--- config.mk ---
export PLATFORM = sky130hd
export DESIGN_NAME = ialu_divider
export DESIGN_NICKNAME = d
export VERILOG_FILES = /design/src/design/ialu_pkg.sv /design/src/design/ialu_divider.sv
export SDC_FILE = /design/constraint.sdc
export NUM_CORES = 2
export LEC_CHECK = 0
export BUFFER_PORTS_ARGS = -buffer_cell sky130_fd_sc_hd__buf_2
export CAP_MARGIN = 10
export CORE_MARGIN = 1.5
export CORE_UTILIZATION = 50
export DETAILED_ROUTE_END_ITERATION = 10
export PLACE_DENSITY = 0.7
export RECOVER_POWER = 100
export SETUP_SLACK_MARGIN = 0.2
export SYNTH_ARGS = -nofsm -noshare
export SYNTH_HDL_FRONTEND = slang
export SYNTH_SLANG_ARGS = --single-unit
--- constraint.sdc ---
create_clock -name clock -period 9.5 [get_ports clock]
set_input_delay 1.9 -clock clock [delete_from_list [all_inputs] [get_ports clock]]
set_output_delay 1.9 -clock clock [all_outputs]
set_load 0.02 [all_outputs]
--- src/design/ialu_pkg.sv ---
// ----------------------------------------------------------------------------
// ialu_pkg
// Operation codes, widths and stage control types for the integer ALU.
// ----------------------------------------------------------------------------
package ialu_pkg;

   localparam int unsigned DataWidthDefault = 32;
   localparam int unsigned OpWidth = 5;

   typedef enum logic [OpWidth-1:0] {
      OP_ADD  = 5'd0,
      OP_SUB  = 5'd1,
      OP_MUL  = 5'd2,
      OP_DIV  = 5'd3,
      OP_LT   = 5'd4,
      OP_LE   = 5'd5,
      OP_GT   = 5'd6,
      OP_GE   = 5'd7,
      OP_EQ   = 5'd8,
      OP_LAND = 5'd9,
      OP_LOR  = 5'd10,
      OP_LXOR = 5'd11,
      OP_LNOT = 5'd12,
      OP_BAND = 5'd13,
      OP_BOR  = 5'd14,
      OP_BXOR = 5'd15,
      OP_BNOT = 5'd16,
      OP_SHL  = 5'd17,
      OP_SHR  = 5'd18
   } op_type;

   // flags that ride with every item through the divider lane
   typedef struct packed {
      logic is_div;
      logic div_zero;
      logic negate;
   } div_ctl_type;

endpackage

--- src/design/ialu_divider.sv ---
// ----------------------------------------------------------------------------
// ialu_divider
// Pipelined unsigned restoring divider, one quotient bit per stage, with a
// side payload carried along; advances only when enable is high.
// ----------------------------------------------------------------------------
module ialu_divider
   import ialu_pkg::*;
#(
   parameter int unsigned DATA_WIDTH = DataWidthDefault,
   parameter int unsigned SIDE_WIDTH = 8
) (
   input  logic                  clock,
   input  logic                  enable,
   input  logic [DATA_WIDTH-1:0] dividend,
   input  logic [DATA_WIDTH-1:0] divisor,
   input  logic [SIDE_WIDTH-1:0] side_in,
   output logic [DATA_WIDTH-1:0] quotient,
   output logic [SIDE_WIDTH-1:0] side_out
);

   logic [DATA_WIDTH-1:0] rem_ff [1:DATA_WIDTH];
   logic [DATA_WIDTH-1:0] quo_ff [1:DATA_WIDTH];
   logic [DATA_WIDTH-1:0] dvs_ff [1:DATA_WIDTH];
   logic [SIDE_WIDTH-1:0] side_ff [1:DATA_WIDTH];

   for (genvar s = 0; s < DATA_WIDTH; s++) begin : g_stage
      logic [DATA_WIDTH-1:0] rem_cur, quo_cur, dvs_cur;
      logic [SIDE_WIDTH-1:0] side_cur;
      logic [DATA_WIDTH:0]   trial;
      logic [DATA_WIDTH:0]   shifted;
      if (s == 0) begin : g_first
         assign rem_cur  = '0;
         assign quo_cur  = dividend;
         assign dvs_cur  = divisor;
         assign side_cur = side_in;
      end else begin : g_next
         assign rem_cur  = rem_ff[s];
         assign quo_cur  = quo_ff[s];
         assign dvs_cur  = dvs_ff[s];
         assign side_cur = side_ff[s];
      end
      always_comb begin
         shifted = {rem_cur, quo_cur[DATA_WIDTH-1]};
         trial   = shifted - {1'b0, dvs_cur};
      end
      always_ff @(posedge clock) begin
         if (enable) begin
            if (trial[DATA_WIDTH]) begin
               rem_ff[s+1] <= shifted[DATA_WIDTH-1:0];
            end else begin
               rem_ff[s+1] <= trial[DATA_WIDTH-1:0];
            end
            quo_ff[s+1]  <= {quo_cur[DATA_WIDTH-2:0], ~trial[DATA_WIDTH]};
            dvs_ff[s+1]  <= dvs_cur;
            side_ff[s+1] <= side_cur;
         end
      end
   end

   assign quotient = quo_ff[DATA_WIDTH];
   assign side_out = side_ff[DATA_WIDTH];

endmodule

Word level (Yosys, flattened, before mapping) --
Memories as Yosys holds them, arrays and structs flattened. Cells that the tools add are included.
Storage, ports and cells: output and inout port bits 40, logic and storage cells 326, bits in writable memories 3328, input port bits 74, flip-flop bits (word level) 0, memories 4
Memory list:
- dvs_ff | depth 32, width 32, read ports 31, clocked after Yosys merged registers in 0, write ports 32, line ialu_divider.sv:23 | logic [DATA_WIDTH-1:0] dvs_ff [1:DATA_WIDTH];
- quo_ff | depth 32, width 32, read ports 32, clocked after Yosys merged registers in 0, write ports 32, line ialu_divider.sv:22 | logic [DATA_WIDTH-1:0] quo_ff [1:DATA_WIDTH];
- rem_ff | depth 32, width 32, read ports 31, clocked after Yosys merged registers in 0, write ports 32, line ialu_divider.sv:21 | logic [DATA_WIDTH-1:0] rem_ff [1:DATA_WIDTH];
- side_ff | depth 32, width 8, read ports 32, clocked after Yosys merged registers in 0, write ports 32, line ialu_divider.sv:24 | logic [SIDE_WIDTH-1:0] side_ff [1:DATA_WIDTH];
Cells by class: $add $sub $neg 32, muxes and demuxes 226, bitwise logic cells 64
Operator list (count):
- 32-bit two-way mux | 32
- 33-bit by 32-bit subtractor with 33-bit output | 31
- 1-bit two-way mux | 194
- 1-bit by 32-bit subtractor with 33-bit output | 1
- 1-bit inverter | 32
- 1-bit OR | 32

Logic depth before layout (Yosys ltp) --
An unclocked memory read counts as a cell.
word-level depth 6, mapped depth 16, gate-level depth less buffers 14

Least setup slack after synthesis --
No wires, ideal clock.
path kind input -> register, start point input port enable, end point register, netlist name rem_ff[0][544], stages on the path 5, setup slack 5.156 ns, library setup time 0.400 ns, arrival 3.944 ns, path buffers 5, required time 9.100 ns, path through clkbuf_1 -> clkbuf_1 -> clkbuf_1 -> clkbuf_1 -> clkbuf_1
RTL lines:
- start: declaration | line ialu_divider.sv:13 | input logic enable,

==> results.cfg <==
[cts]
hold_buffers = 0
clk_pin_slew_ns = 0.06
tritoncts = yes
clockBufferDepth = 4
cts_setup_buffers = 0
cts-root-buf = clkbuf_16
post_cts_resized = 0
clock-sinks = 3264
worstSkewPairLatency_ns = 0.94
cts_inserted_buffers = 352
htree_levels = 5

[global_route]
grt_pass1_wl_um = 511000
grt_overflow = 0
antenna_found_initial = 15
grt.total_usage = 0.195
grt_pass1_vias = 96131
grt_max_degree = 210

[floorplan]
die-height_um = 569
row_count = 207
initial_core_util = 0.503
core-area_sq_um = 318000
die_x_um = 569
ioPinCount = 114
dieArea_sq_um = 324000

[layout]
ff_latch_area_sq_um = 98000
postLayoutCellArea_sq_um = 177000
fillers = 25282
fin_util = 0.556
multi_input_area_sq_um = 56600
final_nets = 13512
layout.cells.most_common = edfxtp_1
layout_common_cells = edfxtp_1 (3264), inv_1 (1186), ha_1 (993)
synthToLayoutAreaGrowth_pct = 10.4
drive_above_1_share = 0.0962

[setup_path]
r2r_cells = 13
crit_path_max_fanout = 102
critical_path_class = primary input to flip-flop
endpoint_kind = flip-flop
arrival_ns = 7.43
startpoint_type = primary input
crit_required_ns = 10.11
r2r_setup_slack_ns = 2.77
timing.rr.end = rem_ff[0][898]$_DFFE_PP_
timing.rr.start = rem_ff[0][868]$_DFFE_PP_

[timing]
worst_slack_ns = 2.68
tightest_slew_ns = 4.95
tns_ns = 0
slew_viol_final = 3308
slew_headroom = -2.30
fin_hold_ws_ns = 0.369
fin_skew_ns = 0.0795
fin_crit_sh = 0.718
rsz0062_at_grt = false
finalHoldViolations = 0
setup_viol = 0
finalCriticalPeriod_ns = 6.82
fmax_ghz = 0.147

[route]
vias = 94925
ant_nets = 0
viasPerCell = 5.62
wire_per_inst_um = 19.1
routed_wl_um = 323000
first_iter_violations = 6653
drc = 0
drtPass1Iterations = 7

[worst_hold_path]
holdPathEnd = side_ff[0][85]$_DFFE_PP_
min_from = side_ff[0][77]$_DFFE_PP_
min_path_cells = 0
hp-class = flip-flop to flip-flop

[placed_design]
post-dp-hpwl_um = 233000
dpl_cell_area_sq_um = 166000
io_buffers = 113
pre_cts_ws_ns = 4.30
place_congestion = 0.904

[synth]
ys_seq_area_frac = 0.612
synth_edf_count = 3264
ys_ff_latch = 3264
synth.distinct_cells = 86
yosys_most_used_dff = edfxtp_1
avgSynthCellArea_sq_um = 13.2
yosysWarnings = 0
async_flop_share = 0
mappedNetlistArea_sq_um = 160000
netlist_instances = 12119

[pwr]
power.leakage_nw = 69.9
power_density_nw_per_um2 = 311
ir_drop_mv = 0.222

[run_status]
status = finished, violations left
violations = capacitance limit, slew limit

[job]
maxCapViolCount = 60
[area by class of cell]
type	instances	share of cell area
sequential	3264	0.554
inverter	1186	0.0252
timing repair buffer	186	0.00507
antenna	26	0.000368
clock inverter	219	0.0137
multi-input combinational	7425	0.320
tap	4180	0.0296
clock buffer	416	0.0525
[state kept, by name, indices dropped and copies added, names as in the netlist]
register and cells:
dvs_ff 992, quo_ff 1024, rem_ff 992, side_ff 256
[worst max-delay path, stage by stage]
cell	delay (ns)
buf_12	0.42
clkbuf_1	2.98
nand2_1	0.13
clkbuf_1	1.01
mux2_1	0.71
[cells in the mapped netlist, types with 79 or more instances]
cell type	number	area (sq um)
o21a_1	159	1190
inv_1	1186	4450
mux2_2	618	6960
o21bai_1	82	616
nand2b_1	151	945
nand4_1	88	551
xor2_1	260	2280
xnor2_1	549	4810
edfxtp_1	3264	98000
a21o_1	514	3860
and2_1	79	494
nand2_1	557	2090
o21ai_0	609	3050
ha_1	993	12400
nor3_1	85	425
a31oi_1	119	744
a21oi_1	786	3930
nor2b_1	142	888
nand3_1	125	626
nor2_1	492	1850
clkbuf_1	193	724
[kinds of logic (layout without fill, tap and decap cells)]
kind of cell               count (synthesis)  after routing  synth area share
DFF                                     3264           3264             0.612
muxes                                    735            735            0.0525
AOI/OAI and AO/OA                       2851           2851             0.115
buffers and inverters                   1444           2007            0.0345
xor gates and xnor gates                 809            809            0.0442
other                                      1             41         0.0000234
adders and majority gates               1023           1023            0.0813
and+or+nand+nor                         1992           1992            0.0609
[report_power, final]
part	switching (mW)	internal (mW)	total, mW
registers	1.60	19.6	21.2
logic	10.9	9.13	20.0
clock network	5.61	8.22	13.8
total	18.1	36.9	55.0
[through the flow]
step | instances | total power [mW]
floorplan | 12133 | 36.4
global placement | 16240 | 40.7
detailed placement | 16240 | 41.4
CTS | 16875 | 55.5
global route | 16902 | 58.3
finish | 16902 | 55.0
[per-layer routing]
metal  up-vias  track usage  wire (um)
met5         -            0         13
met4         2       0.0803      13100
met2      2265        0.351     163000
met1     46114        0.237     133000
met3       767       0.0245      13600
li1      45777            -          -
[worst max path at each step]
stage,startpoint,end,slack [ns]
CTS,quo_ff[0][735]$_DFFE_PP_,rem_ff[0][751]$_DFFE_PP_,4.24
global placement,dvs_ff[0][704]$_DFFE_PP_,rem_ff[0][738]$_DFFE_PP_,4.31
finish,enable,rem_ff[0][432]$_DFFE_PP_,2.68
floorplan,enable,rem_ff[0][544]$_DFFE_PP_,5.16
global route,enable,rem_ff[0][432]$_DFFE_PP_,2.09
detailed placement,quo_ff[0][735]$_DFFE_PP_,rem_ff[0][738]$_DFFE_PP_,4.30
Note: power is estimated with default switching activity, not from simulation.
