==> config.mk <==
export PLATFORM = sky130hd
export DESIGN_NAME = ialu_fast_ops
export DESIGN_NICKNAME = d
export VERILOG_FILES = /design/src/design/ialu_pkg.sv /design/src/design/ialu_fast_ops.sv
export SDC_FILE = /design/constraint.sdc
export NUM_CORES = 2
export LEC_CHECK = 0
export BUFFER_PORTS_ARGS = -buffer_cell sky130_fd_sc_hd__buf_4
export CAP_MARGIN = 40
export CORE_ASPECT_RATIO = 0.5
export CORE_MARGIN = 2
export CORE_UTILIZATION = 29
export CTS_CLUSTER_SIZE = 25
export DETAILED_ROUTE_END_ITERATION = 10
export GPL_ROUTABILITY_DRIVEN = 1
export PLACE_DENSITY = 0.57
export SLEW_MARGIN = 5
export SYNTH_ARGS = -nofsm -noshare
export SYNTH_HDL_FRONTEND = slang
export SYNTH_SLANG_ARGS = --single-unit
export TNS_END_PERCENT = 10
==> constraint.sdc <==
create_clock -name clock -period 8.25 [get_ports clock]
set_input_delay 0.4125 -clock clock [delete_from_list [all_inputs] [get_ports clock]]
set_output_delay 0.4125 -clock clock [all_outputs]
set_load 0.005 [all_outputs]
==> src/design/ialu_pkg.sv <==
// ----------------------------------------------------------------------------
// ialu_pkg
// Operation codes, widths and stage control types for the integer ALU.
// ----------------------------------------------------------------------------
package ialu_pkg;

   localparam int unsigned DataWidthDefault = 32;
   localparam int unsigned OpWidth = 5;

   typedef enum logic [OpWidth-1:0] {
      OP_ADD  = 5'd0,
      OP_SUB  = 5'd1,
      OP_MUL  = 5'd2,
      OP_DIV  = 5'd3,
      OP_LT   = 5'd4,
      OP_LE   = 5'd5,
      OP_GT   = 5'd6,
      OP_GE   = 5'd7,
      OP_EQ   = 5'd8,
      OP_LAND = 5'd9,
      OP_LOR  = 5'd10,
      OP_LXOR = 5'd11,
      OP_LNOT = 5'd12,
      OP_BAND = 5'd13,
      OP_BOR  = 5'd14,
      OP_BXOR = 5'd15,
      OP_BNOT = 5'd16,
      OP_SHL  = 5'd17,
      OP_SHR  = 5'd18
   } op_type;

   // flags that ride with every item through the divider lane
   typedef struct packed {
      logic is_div;
      logic div_zero;
      logic negate;
   } div_ctl_type;

endpackage

==> src/design/ialu_fast_ops.sv <==
// ----------------------------------------------------------------------------
// ialu_fast_ops
// Unit for every operation except divide: the selected result is registered,
// and the multiply product is registered on its own.
// ----------------------------------------------------------------------------
module ialu_fast_ops
   import ialu_pkg::*;
#(
   parameter int unsigned DATA_WIDTH = DataWidthDefault
) (
   input  logic                  clock,
   input  logic                  enable,
   input  logic [OpWidth-1:0]    operation,
   input  logic [DATA_WIDTH-1:0] operand_a,
   input  logic [DATA_WIDTH-1:0] operand_b,
   output logic [DATA_WIDTH-1:0] result
);

   localparam int unsigned ShiftBits = $clog2(DATA_WIDTH);

   logic [DATA_WIDTH-1:0] logic_ff, logic_in;
   logic [DATA_WIDTH-1:0] prod_ff;
   logic                  is_mul_ff;
   logic                  ta, tb, lt, gt, big_shift;
   logic [ShiftBits-1:0]  amount;

   always_comb begin
      ta        = operand_a != '0;
      tb        = operand_b != '0;
      lt        = $signed(operand_a) < $signed(operand_b);
      gt        = $signed(operand_b) < $signed(operand_a);
      amount    = operand_b[ShiftBits-1:0];
      big_shift = operand_b >= DATA_WIDTH'(DATA_WIDTH);
      logic_in  = '0;
      unique case (operation)
         OP_ADD:  logic_in = operand_a + operand_b;
         OP_SUB:  logic_in = operand_a - operand_b;
         OP_LT:   logic_in[0] = lt;
         OP_LE:   logic_in[0] = ~gt;
         OP_GT:   logic_in[0] = gt;
         OP_GE:   logic_in[0] = ~lt;
         OP_EQ:   logic_in[0] = operand_a == operand_b;
         OP_LAND: logic_in[0] = ta & tb;
         OP_LOR:  logic_in[0] = ta | tb;
         OP_LXOR: logic_in[0] = ta ^ tb;
         OP_LNOT: logic_in[0] = ~ta;
         OP_BAND: logic_in = operand_a & operand_b;
         OP_BOR:  logic_in = operand_a | operand_b;
         OP_BXOR: logic_in = operand_a ^ operand_b;
         OP_BNOT: logic_in = ~operand_a;
         OP_SHL:  logic_in = big_shift ? '0 : operand_a << amount;
         OP_SHR:  logic_in = big_shift ? '0 : operand_a >> amount;
         default: logic_in = '0;
      endcase
   end

   always_ff @(posedge clock) begin
      if (enable) begin
         logic_ff  <= logic_in;
         prod_ff   <= operand_a * operand_b;
         is_mul_ff <= operation == OP_MUL;
      end
   end

   assign result = is_mul_ff ? prod_ff : logic_ff;

endmodule

---- Word level (Yosys, flattened, before mapping) ----
Index checks and enable logic that the tools add are counted.
W data, S select, Z words.
operators by class
  $add $sub $neg .......................... 2
  shift operators ......................... 2
  bitwise operators ....................... 10
  eq/ne operators ......................... 18
  $lt $le $gt $ge ......................... 3
  multiplexer cells ....................... 5
  multipliers ............................. 1
  reduce and logical (&&, ||, !) cells .... 3
  div/mod/pow operators ................... 0
operators by type and width
  operator               count
  $pmux W31 S8           1
  $mux W32               3
  $lt A32 B32 Y1         2
  $reduce_bool A32 Y1    2
  $eq A5 B4 Y1 const B   8
  $add A32 B32 Y32       1
  $and A32 B32 Y32       1
  $eq A32 B32 Y1         1
  $ge A32 B6 Y1 const B  1
  $mul A32 B32 Y32       1
  $not A32 Y32           1
  $or A32 B32 Y32        1
  $shl A32 B5 Y32        1
  $shr A32 B5 Y32        1
  $sub A32 B32 Y32       1
  $xor A32 B32 Y32       1
  $eq A5 B3 Y1 const B   4
  $pmux W1 S17           1
  $eq A5 B5 Y1 const B   3
  $eq A5 B1 Y1 const B   1
  $eq A5 B2 Y1 const B   1
  $logic_not A5 Y1       1
  $not A1 Y1             3
  $and A1 B1 Y1          1
  other kinds (2)        2
storage, ports and cells
  logic and storage cells ................. 47
  input bits .............................. 71
  memories ................................ 0
  memory bits (read-only) ................. 0
  latch bits .............................. 0
  bits in registers ....................... 65
  output and inout port bits .............. 32
  memory bits (writable) .................. 0

---- Logic depth before layout (Yosys ltp) ----
  depth after elaboration ................. 3
  mapped depth ............................ 30

---- Worst setup path after synthesis ----
No wires, ideal clock.
  path type ............................... input to register
  from .................................... input port operand_b[2]
  to ...................................... register prod_ff[30], data pin
  slack ................................... 0.261 ns
  cell stages on the path ................. 27
  path buffers ............................ 5
  arrival time ............................ 7.727 ns
  path through ............................ inv_1 > buf_2 > buf_1 > buf_2 > buf_1 > nor2_1 > fa_1 > inv_1 > fa_1 > fa_1 > fa_1 > inv_1 > ha_1 > ha_1 > fa_1 > fa_1 > ha_1 > and2_1 > clkbuf_1 > a2111o_1 > a2111oi_0 > o211ai_1 > o211a_1 > a211o_1 > a21oi_2 > o21ai_1 > xor2_1
on the way
  word-level cells in the longest chain between the ends .. 1
RTL lines
  element                 RTL line             text
  start: declaration      ialu_fast_ops.sv:15  input logic [DATA_WIDTH-1:0] operand_b,
  $mul A32 B32 Y32        ialu_fast_ops.sv:60  prod_ff <= operand_a * operand_b;
  end signal: assignment  ialu_fast_ops.sv:60
  end: declaration        ialu_fast_ops.sv:22  logic [DATA_WIDTH-1:0] prod_ff;
No other way between the ends.
A chain may end at the register's enable or synchronous reset.

---- Worst setup path after layout ----
  from .................................... input port operand_a[14]
  to ...................................... register prod_ff[30], data pin
on the way
  word-level cells in the longest chain between the ends .. 1
RTL lines
  element             RTL line             text
  start: declaration  ialu_fast_ops.sv:14  input logic [DATA_WIDTH-1:0] operand_a,
  $mul A32 B32 Y32    ialu_fast_ops.sv:60
No other way between the ends.

==> results.json <==
{
  "drt-initial-drc-count": 2900,
  "cp-start-kind": "input pin",
  "hold_path.startpoint": "operation[1]",
  "core-area_mm2": 0.09076,
  "grt_overflow_total": 0,
  "seq_area_mm2": 0.001952,
  "setup_ws_ps": 786.8,
  "fmax_mhz": 134.0,
  "grt.total_usage_pct": 25.00,
  "synth_area_leaders": "fa_1 31%, ha_1 12%, edfxtp_1 7.3%, inv_1 6.7%, nor2_1 6.2%",
  "min_path_type": "input pin to flip-flop",
  "cts_tree": "built",
  "crit_fanout": 22,
  "netlist_area_mm2": 0.02660,
  "crit_required_ps": 8400,
  "synth_xor_area_share_pct": 2.865,
  "drt-wirelength-per-cell_um": 26.75,
  "cpPeakStageDelay_ps": 580,
  "antenna_found_initial": 2,
  "yosysTopAreaCell": "fa_1",
  "ant_nets": 0,
  "cts_buffer_depth": 2,
  "ys_seq_area_share_pct": 7.339,
  "cp-end-kind": "flip-flop",
  "synth_cells": 3198,
  "place_congestion": 0.9735,
  "hold_violations": 0,
  "cts_resized": 0,
  "cts_hold_buf": 0,
  "die_area_mm2": 0.09430,
  "grt_pass1_wl_um": 172300,
  "period_share_pct": 90.46,
  "ys.flop_type": "edfxtp_1",
  "grt_max_degree": 63,
  "io_buffers": 102,
  "crit_family": "adder cells",
  "die_height_um": 218.1,
  "cts_buffers": 9,
  "cp.arrival_ps": 7610,
  "synth_top_family_by_area": "adder cells",
  "route.detailed.drc": 0,
  "synthSimpleGateAreaFrac_pct": 15.45,
  "cts.sinks": 65,
  "crit_top_cell": "fa_1",
  "hpwl_um": 91600,
  "startpoint": "operand_a[14]",
  "first_global_vias": 24800,
  "synth_compound_area_share_pct": 14.34,
  "setup_tns_ps": 0,
  "clk_pin_slew_worst_paths_ps": 90,
  "avgSynthCellArea_um2": 8.317,
  "cts_setup_buffers": 0,
  "cp_num_buf_inv": 4,
  "maxSlewHeadroom_pct": 30.72,
  "num_rows": 78,
  "final_nets": 3928,
  "setup_viol": 0,
  "die_w_um": 432.3,
  "netlist.area_leader.share_pct": 30.86,
  "htreeDepth": 3,
  "drt_pass1_iterations": 5,
  "finalCriticalPeriod_ps": 7463,
  "cp_slowest_cell": "fa_1",
  "io_pins": 103,
  "tightest_slew_ps": 1039,
  "path_cells": "buf_4 -> clkinv_1 -> nor2_1 -> fa_1 -> fa_1 -> fa_1 -> inv_1 -> fa_1 -> inv_1 -> fa_1 -> fa_1 -> fa_1 -> fa_1 -> ha_1 -> a21oi_1 -> nor2b_1 -> nor3_1 -> o211ai_1 -> o211a_1 -> a211o_1 -> a21oi_2 -> o21ai_1 -> xor2_1",
  "final_max_slew_viol_count": 0,
  "synth_edf_count": 65,
  "synth_nets": 3932,
  "ys_warn_count": 0,
  "cts_root_buf": "clkbuf_16",
  "ys_ff_latch": 65,
  "fillers": 9635,
  "muxShareOfSynthArea_pct": 7.009,
  "vias_per_cell": 5.604,
  "dp_slack_ps": 433.4,
  "synthToLayoutAreaGrowth_pct": 9.155,
  "synth_adder_area_share_pct": 42.76,
  "synth.distinct_cells": 84,
  "drv_cap": 0,
  "status": "finished clean",
  "grt_setup_unrepaired": "no",
  "vias": 24660,
  "multi_input_comb_area_mm2": 0.02192,
  "critical_path_class": "input pin to flip-flop",
  "layout-drive-gt1-share_pct": 10.22,
  "start_util_pct": 29.30,
  "async_flop_share_pct": 0,
  "wl_um": 117700
}
==> area by class of cell <==
class,count,area share [%]
diodes,1,0.008620
clock buffers,9,0.7758
clock inverters,7,0.3491
inverters,505,6.529
multi-input cells,2430,75.52
flip-flops and latches,65,6.723
well taps,1200,5.172
repair buffers,183,4.922
==> layout by cell type (no fill, tap or decap), types with 19 or more instances in the layout <==
cell type	netlist	layout
nand2_1	321	321
nor2_1	438	438
a221oi_1	36	36
mux4_2	29	29
o21ai_0	111	111
buf_4	9	177
nand3_1	23	23
xnor2_1	69	69
o22ai_1	38	38
mux2_2	56	56
a21oi_1	155	155
mux2i_1	58	58
inv_1	477	476
edfxtp_1	65	65
nor3_1	45	45
fa_1	410	410
ha_1	253	253
a21o_1	32	32
nor4_1	19	19
o21bai_1	19	19
==> registers in the layout (all words and copies together) (netlist names) <==
signal     flops
prod_ff       32
is_mul_ff      1
logic_ff      32
==> logic make-up after synthesis <==
| kind of cell | count (synthesis) |
|---|---|
| compound gates | 572 |
| xor+xnor | 87 |
| fa+ha+maj | 663 |
| buf+inv | 703 |
| flops | 65 |
| mux | 143 |
| simple gates | 965 |
==> path summary, 6_finish.rpt <==
kind	end	slack [ps]	cells after the start
worst max-delay path	prod_ff[30]	790	23
worst min-delay path	is_mul_ff	420	2
==> cells in the mapped netlist (13+ instances only) <==
cell type  number
inv_1         477
nor2_1        438
fa_1          410
nand2_1       321
ha_1          253
a21oi_1       155
clkbuf_1      132
o21ai_0       111
xnor2_1        69
edfxtp_1       65
mux2i_1        58
mux2_2         56
nor3_1         45
o22ai_1        38
a221oi_1       36
buf_1          33
a21o_1         32
mux4_2         29
nand3_1        23
buf_2          21
nor4_1         19
o21bai_1       19
clkinv_1       18
nand2b_1       18
nor2b_1        18
o211ai_1       18
xor2_1         18
a211oi_1       16
and3_1         14
nand4_1        14
or3_1          14
o31ai_1        13
==> routing by layer <==
| layer | global-route usage, % | vias to the layer above | share of wire, % |
|---|---|---|---|
| met3 | 6.852 | 259 | 11 |
| li1 | - | 10490 | - |
| met2 | 38.27 | 1508 | 43 |
| met1 | 33.97 | 12400 | 42 |
| met4 | 8.380 | 0 | 3.7 |
| met5 | 0 | - | 0 |
==> per-stage QoR <==
stage	utilization [%]	cells	area, µm²	hold slack (ps)
floorplan	-	3198	26600	525.0
global placement	31.54	4378	28620	848.0
detailed placement	31.62	4383	28700	841.3
CTS	31.98	4399	29030	396.0
global route	31.98	4399	29030	430.3
finish	31.99	4400	29030	419.0
Power is left out: the tool's default activity adds up to more than one toggle a clock period on the data nets, which glitch-free logic cannot reach.
